### src/rtl/sps_pkg.sv
// ----------------------------------------------------------------------------
// Sorted pair-sum search: shared package
// Widths, default depth and the command and status words that pass between
// the controller and the datapath.
// ----------------------------------------------------------------------------
package sps_pkg;

  // Default number of stored elements.
  localparam int unsigned DefaultDepth = 256;

  // Width of one element and of the target sum.
  localparam int unsigned ValueW = 32;

  // Width of the reported index fields.
  localparam int unsigned IndexW = 8;

  // Commands from the controller to the datapath.
  typedef struct packed {
    logic load;     // store an accepted word, or note that it was dropped
    logic start;    // set up the two pointers for a new search
    logic read;     // fetch the elements at both pointers
    logic inc_lo;   // move the low pointer up
    logic dec_hi;   // move the high pointer down
    logic finish;   // capture the result and clear the list
    logic found;    // with finish: a matching pair sits at the pointers
  } sps_cmd_t;

  // Status from the datapath to the controller.
  typedef struct packed {
    logic ptr_lt;   // low pointer is below the high pointer
    logic sum_eq;   // fetched pair sums to the target
    logic sum_gt;   // fetched pair sums above the target
  } sps_status_t;

endpackage

### src/rtl/sps_ctrl.sv
// ----------------------------------------------------------------------------
// Sorted pair-sum search: controller
// Sequences loading, the two-pointer walk and the hand-off of the result to
// the output register.
// ----------------------------------------------------------------------------
module sps_ctrl
  import sps_pkg::*;
(
  input  logic        clk_i,
  input  logic        rst_ni,
  input  logic        in_valid_i,
  output logic        in_ready_o,
  input  logic        last_element_i,
  output logic        out_valid_o,
  input  logic        out_ready_i,
  input  sps_status_t status_i,
  output sps_cmd_t    cmd_o
);

  localparam logic [1:0] S_LOAD = 2'd0;
  localparam logic [1:0] S_READ = 2'd1;
  localparam logic [1:0] S_CMP  = 2'd2;

  logic [1:0] state_q, state_d;
  logic       out_valid_q, out_valid_d;
  logic       in_fire;

  // The last word of a list waits until the previous result has been taken.
  assign in_ready_o = (state_q == S_LOAD) && !(out_valid_q && last_element_i);
  assign in_fire    = in_valid_i && in_ready_o;

  // Next state and commands.
  always_comb begin
    state_d = state_q;
    cmd_o   = '0;
    unique case (state_q)
      S_LOAD: begin
        if (in_fire) begin
          cmd_o.load = 1'b1;
          if (last_element_i) begin
            cmd_o.start = 1'b1;
            state_d     = S_READ;
          end
        end
      end
      S_READ: begin
        if (status_i.ptr_lt) begin
          cmd_o.read = 1'b1;
          state_d    = S_CMP;
        end else begin
          cmd_o.finish = 1'b1;
          state_d      = S_LOAD;
        end
      end
      S_CMP: begin
        if (status_i.sum_eq) begin
          cmd_o.finish = 1'b1;
          cmd_o.found  = 1'b1;
          state_d      = S_LOAD;
        end else begin
          cmd_o.dec_hi = status_i.sum_gt;
          cmd_o.inc_lo = !status_i.sum_gt;
          state_d      = S_READ;
        end
      end
      default: begin
        state_d = S_LOAD;
      end
    endcase
  end

  // Output valid: set when a result is captured, cleared when it is taken.
  always_comb begin
    out_valid_d = out_valid_q;
    if (cmd_o.finish) begin
      out_valid_d = 1'b1;
    end else if (out_valid_q && out_ready_i) begin
      out_valid_d = 1'b0;
    end
  end

  always_ff @(posedge clk_i or negedge rst_ni) begin
    if (!rst_ni) begin
      state_q     <= S_LOAD;
      out_valid_q <= 1'b0;
    end else begin
      state_q     <= state_d;
      out_valid_q <= out_valid_d;
    end
  end

  assign out_valid_o = out_valid_q;

`ifndef ASSERT_OFF
  // A search never ends while the previous result is still pending.
  a_finish_free : assert property (@(posedge clk_i) disable iff (!rst_ni)
    cmd_o.finish |-> !out_valid_q)
    else $error("result captured over a pending result");

  // A search starts only on an accepted last word.
  a_start_last : assert property (@(posedge clk_i) disable iff (!rst_ni)
    cmd_o.start |-> (in_valid_i && in_ready_o && last_element_i))
    else $error("search started without last word");

  // No word is taken while a search runs.
  a_no_load_busy : assert property (@(posedge clk_i) disable iff (!rst_ni)
    (state_q == S_READ || state_q == S_CMP) |-> !in_ready_o)
    else $error("input ready during search");
`endif

endmodule

### config.mk
export PLATFORM = sky130hd
export DESIGN_NAME = sps_ctrl
export DESIGN_NICKNAME = d
export VERILOG_FILES = /design/src/rtl/sps_pkg.sv /design/src/rtl/sps_ctrl.sv
export SDC_FILE = /design/constraint.sdc
export NUM_CORES = 1
export LEC_CHECK = 0
export BUFFER_PORTS_ARGS = -buffer_cell sky130_fd_sc_hd__buf_2
export CAP_MARGIN = 30
export CORE_AREA = 2 2 39 41
export DETAILED_ROUTE_END_ITERATION = 6
export DIE_AREA = 0 0 41 43
export GPL_TIMING_DRIVEN = 0
export SYNTH_ARGS = -nofsm -noshare
export SYNTH_HDL_FRONTEND = slang
export SYNTH_SLANG_ARGS = --single-unit
### constraint.sdc
create_clock -name clk_i -period 2.25 [get_ports clk_i]
set_input_delay 0.225 -clock clk_i [delete_from_list [all_inputs] [get_ports clk_i]]
set_output_delay 0.225 -clock clk_i [all_outputs]
set_load 0.05 [all_outputs]
== Yosys cells after proc, flatten, opt, wreduce, memory -nomap -nowiden ==
Cells that the tools add are included.

* Bits in registers: 3
* Input bits: 8
* Output and inout bits: 9

* Eq/ne operators: 4
* Mux-type cells: 18
* Reductions and logical operators: 9

{| class="wikitable"
|+ Operators with widths
! cell !! count
|-
| two-way mux 2 bit || 8
|-
| two-way mux 1 bit || 8
|-
| one-hot mux 2 bit (3 select lines) || 1
|-
| logical AND 1 bit || 4
|-
| != test 2 bit, second input constant || 2
|-
| == test 2 x 1 -> 1 bit, second input constant || 1
|-
| == test 2 bit, second input constant || 1
|-
| logical NOT 1 bit || 2
|-
| logical NOT 2 bit || 1
|-
| one-hot mux 1 bit (2 select lines) || 1
|-
| AND reduction 2 bit || 1
|-
| nonzero test 2 bit || 1
|}

== Logic depth before layout (Yosys ltp) ==
* Word-level depth: 6
* Gate-level depth with buffers: 5
* Mapped depth without buffers: 5

== Worst setup path after synthesis ==
No wires, ideal clock.

* Path type: reg-to-output
* From: register state_q[0]
* To: output port cmd_o[6] (netlist name)
* Data arrival time: 2.486 ns
* Setup slack: -0.461 ns
* Cell stages (with the launch flop): 5
* Buffers on the path: 0
* Cells stage by stage: dfrtp_1 > inv_1 > ha_1 > a21boi_0 > and2_1

{| class="wikitable"
|+ RTL lines
! item !! RTL line !! RTL
|-
| from (decl) || sps_ctrl.sv:24 || <nowiki>logic [1:0] state_q, state_d;</nowiki>
|-
| from (signal assigned) || sps_ctrl.sv:87 || <nowiki>state_q <= state_d;</nowiki>
|-
| to (decl) || sps_ctrl.sv:17 || <nowiki>output sps_cmd_t cmd_o</nowiki>
|}

==> impl_metrics.toml <==
[critical_path]
required_ns = 2.03
cpPeakStageDelay_ns = 0.40
path_depth = 5
rr_worst_depth = 5
path_cells = "inv_1, ha_1, a21boi_2, and2_1, buf_2"
critical_path_buf_inv_count = 2
crit_family = "flip-flops"
path_max_fanout = 6
start_kind = "register"
critPathCaptureType = "output port"
critPathArrivalTime_ns = 1.57
cpMaxStageDelayCell = "dfrtp_1"
path_class = "reg2out"

[global_route]
grt.overflow.total = 0
antenna_found_initial = 0
grt_pass1_vias = 226
grt_max_degree = 7
grt_usage_pct = 7.45
grt_pass1_wl_um = 841

[floorplanning]
ios = 17
die-area_um2 = 1760
initial_core_util_pct = 19.0
core_um2 = 1380
die_x_um = 41
rows = 14
die_y_um = 43

[drt]
num_vias = 264
drt.antenna.violating_nets = 0
vias_per_cell = 3.94
drt_iter0_drc = 2
drc = 0
dr.pass1.iters = 2
drt-total-wl_um = 549
routedWlPerCell_um = 8.19

[layout]
utilization_pct = 29.1
fin_nets = 64
drive_above_1_share_pct = 43.1
syn2layout_area_growth_pct = 53.3
diodes = 0

[power]
p_per_area_nw_per_um2 = 1570
ir_drop_mv = 0.464
leakage_nw = 0.248

[sta]
tightest_slew_ns = 0.248
slew_headroom_pct = 83.6
drv_slew = 0
clock_skew_ns = 0.00247
fin_crit_sh_pct = 79.8
hold_viol = 0
period_needed_ns = 1.80
setup-tns-final_ns = 0
grt_setup_unrepaired = "no"
fmax_ghz = 0.557
setup-violations-final = 0

[synth]
synth.avg_cell_area_um2 = 8.76
syn_area_um2 = 263
synth.distinct_cells = 17
ys_seq_area_share_pct = 28.6
synthArstFlopShare_pct = 100
synthesis.instances = 30
synth_area_leaders = "dfrtp_1, ha_1, inv_1, nand4b_2, o21a_1"
synth.most_common_cell = "inv_1"
synth_seq_cells = 3
yosysTopAreaCell = "dfrtp_1"
syn_nets = 42
synth_edf_count = 0
synth_top_area_share_pct = 28.6
synth-main-ff-cell = "dfrtp_1"
yosys_warnings = 0
synth.top_cells.by_count = "inv_1, ha_1, dfrtp_1"

[clocking]
cts-buffers-inserted = 3
cts_resized = 0
clk_latency_ns = 0.23
cts_hold_buf = 1
post_cts_buffers = 0
clk_path_buf_depth = 2
h-tree-depth = 1
clock_sinks = 3
cts_tree = "built"
clockRootBuffer = "clkbuf_4"
path_clk_slew_ns = 0.04

[run_status]
status = "finished clean"

[worst_hold_path]
hold_path_depth = 3
hold_path.class = "in2reg"

[place]
place_hpwl_um = 450
place_congestion = 0.638
port_buffers = 16

[run]
max_cap_violations = 0
## cell usage in the layout, fill, tap and decap left out, drive strengths merged
cell type     n
inv           6
clkbuf        4
buf          17
a211oi        1
nand3         1
and2          2
o21ai         1
nand2         1
nor2b         1
nand4b        1
a31o          1
nor2          2
o21a          2
ha            4
dfrtp         3
dlygate4sd3   1
a21o          1
a21boi        1
nand2b        1
## worst register-to-register path, delay by kind of cell (launching register included)
| kind | cells | cell delay [ns] |
|---|---|---|
| compound gates | 2 | 0.39 |
| fa+ha+maj | 1 | 0.27 |
| buf+inv | 1 | 0.09 |
| flops | 1 | 0.40 |
| simple gates | 1 | 0.19 |
## worst paths after layout
| path | slack [ns] | from | to |
|---|---|---|---|
| hold reg to reg | 0.56 | out_valid_o$_DFFE_PN0P_ | out_valid_o$_DFFE_PN0P_ |
| min in group asynchronous | 0.32 | rst_ni | out_valid_o$_DFFE_PN0P_ |
| max in group asynchronous | 1.82 | rst_ni | state_q[1]$_DFFE_PN0P_ |
| setup reg to reg | 0.84 | state_q[0]$_DFFE_PN0P_ | state_q[1]$_DFFE_PN0P_ |
| setup / recovery | 0.45 | state_q[0]$_DFFE_PN0P_ | cmd_o[6] |
| hold / removal | 0.26 | out_ready_i | out_valid_o$_DFFE_PN0P_ |
## registers in the layout, summed over array words and instances (netlist names)
| register | cells |
|---|---|
| out_valid_o | 1 |
| state_q | 2 |
## where the power goes
part           switching (W)  internal (W)  total [W]
clock network      0.0000290     0.0000665  0.0000955
registers          0.0000274     0.0000800   0.000107
logic               0.000301      0.000130   0.000431
total               0.000358      0.000276   0.000634
## layer usage
| metal | global-route usage (%) | part of all wire (%) | vias to the layer above | wire length, um |
|---|---|---|---|---|
| li1 | - | - | 140 | - |
| met1 | 8.12 | 45 | 111 | 246 |
| met2 | 10.6 | 44 | 13 | 244 |
| met3 | 3.14 | 11 | 0 | 58 |
| met4 | 6.00 | 0 | 0 | 0 |
| met5 | 0 | 0 | - | 0 |
## logic make-up after synthesis
family                   after synthesis  share of synthesized area (%)
buffers and inverters                  7                           11.4
flip-flops                             3                           28.6
AO/OA/AOI/OAI                          7                           19.5
adder cells (fa/ha/maj)                4                           19.0
AND/OR/NAND/NOR                        9                           21.4
## final cells by class
cell class                 instances  area [um2]
tap                               16        20.0
inverter                           6        22.5
multi-input combinational         20         161
buffer                             1        7.51
fill                             151         981
timing repair buffer              17        90.1
sequential                         3        75.1
clock buffer                       4        26.3
## through the flow
stage	setup WS [ns]	area (um2)	hold slack [ns]	cells	total power, W
after floorplan	0.263	267	-0.0706	30	0.000454
after global placement	0.692	367	0.0227	62	0.000537
after detailed placement	0.693	367	0.0228	62	0.000542
after CTS	0.430	403	0.249	67	0.000645
after global routing	0.342	403	0.286	67	0.000687
final	0.454	403	0.257	67	0.000634
(Power assumes the default switching activity.)
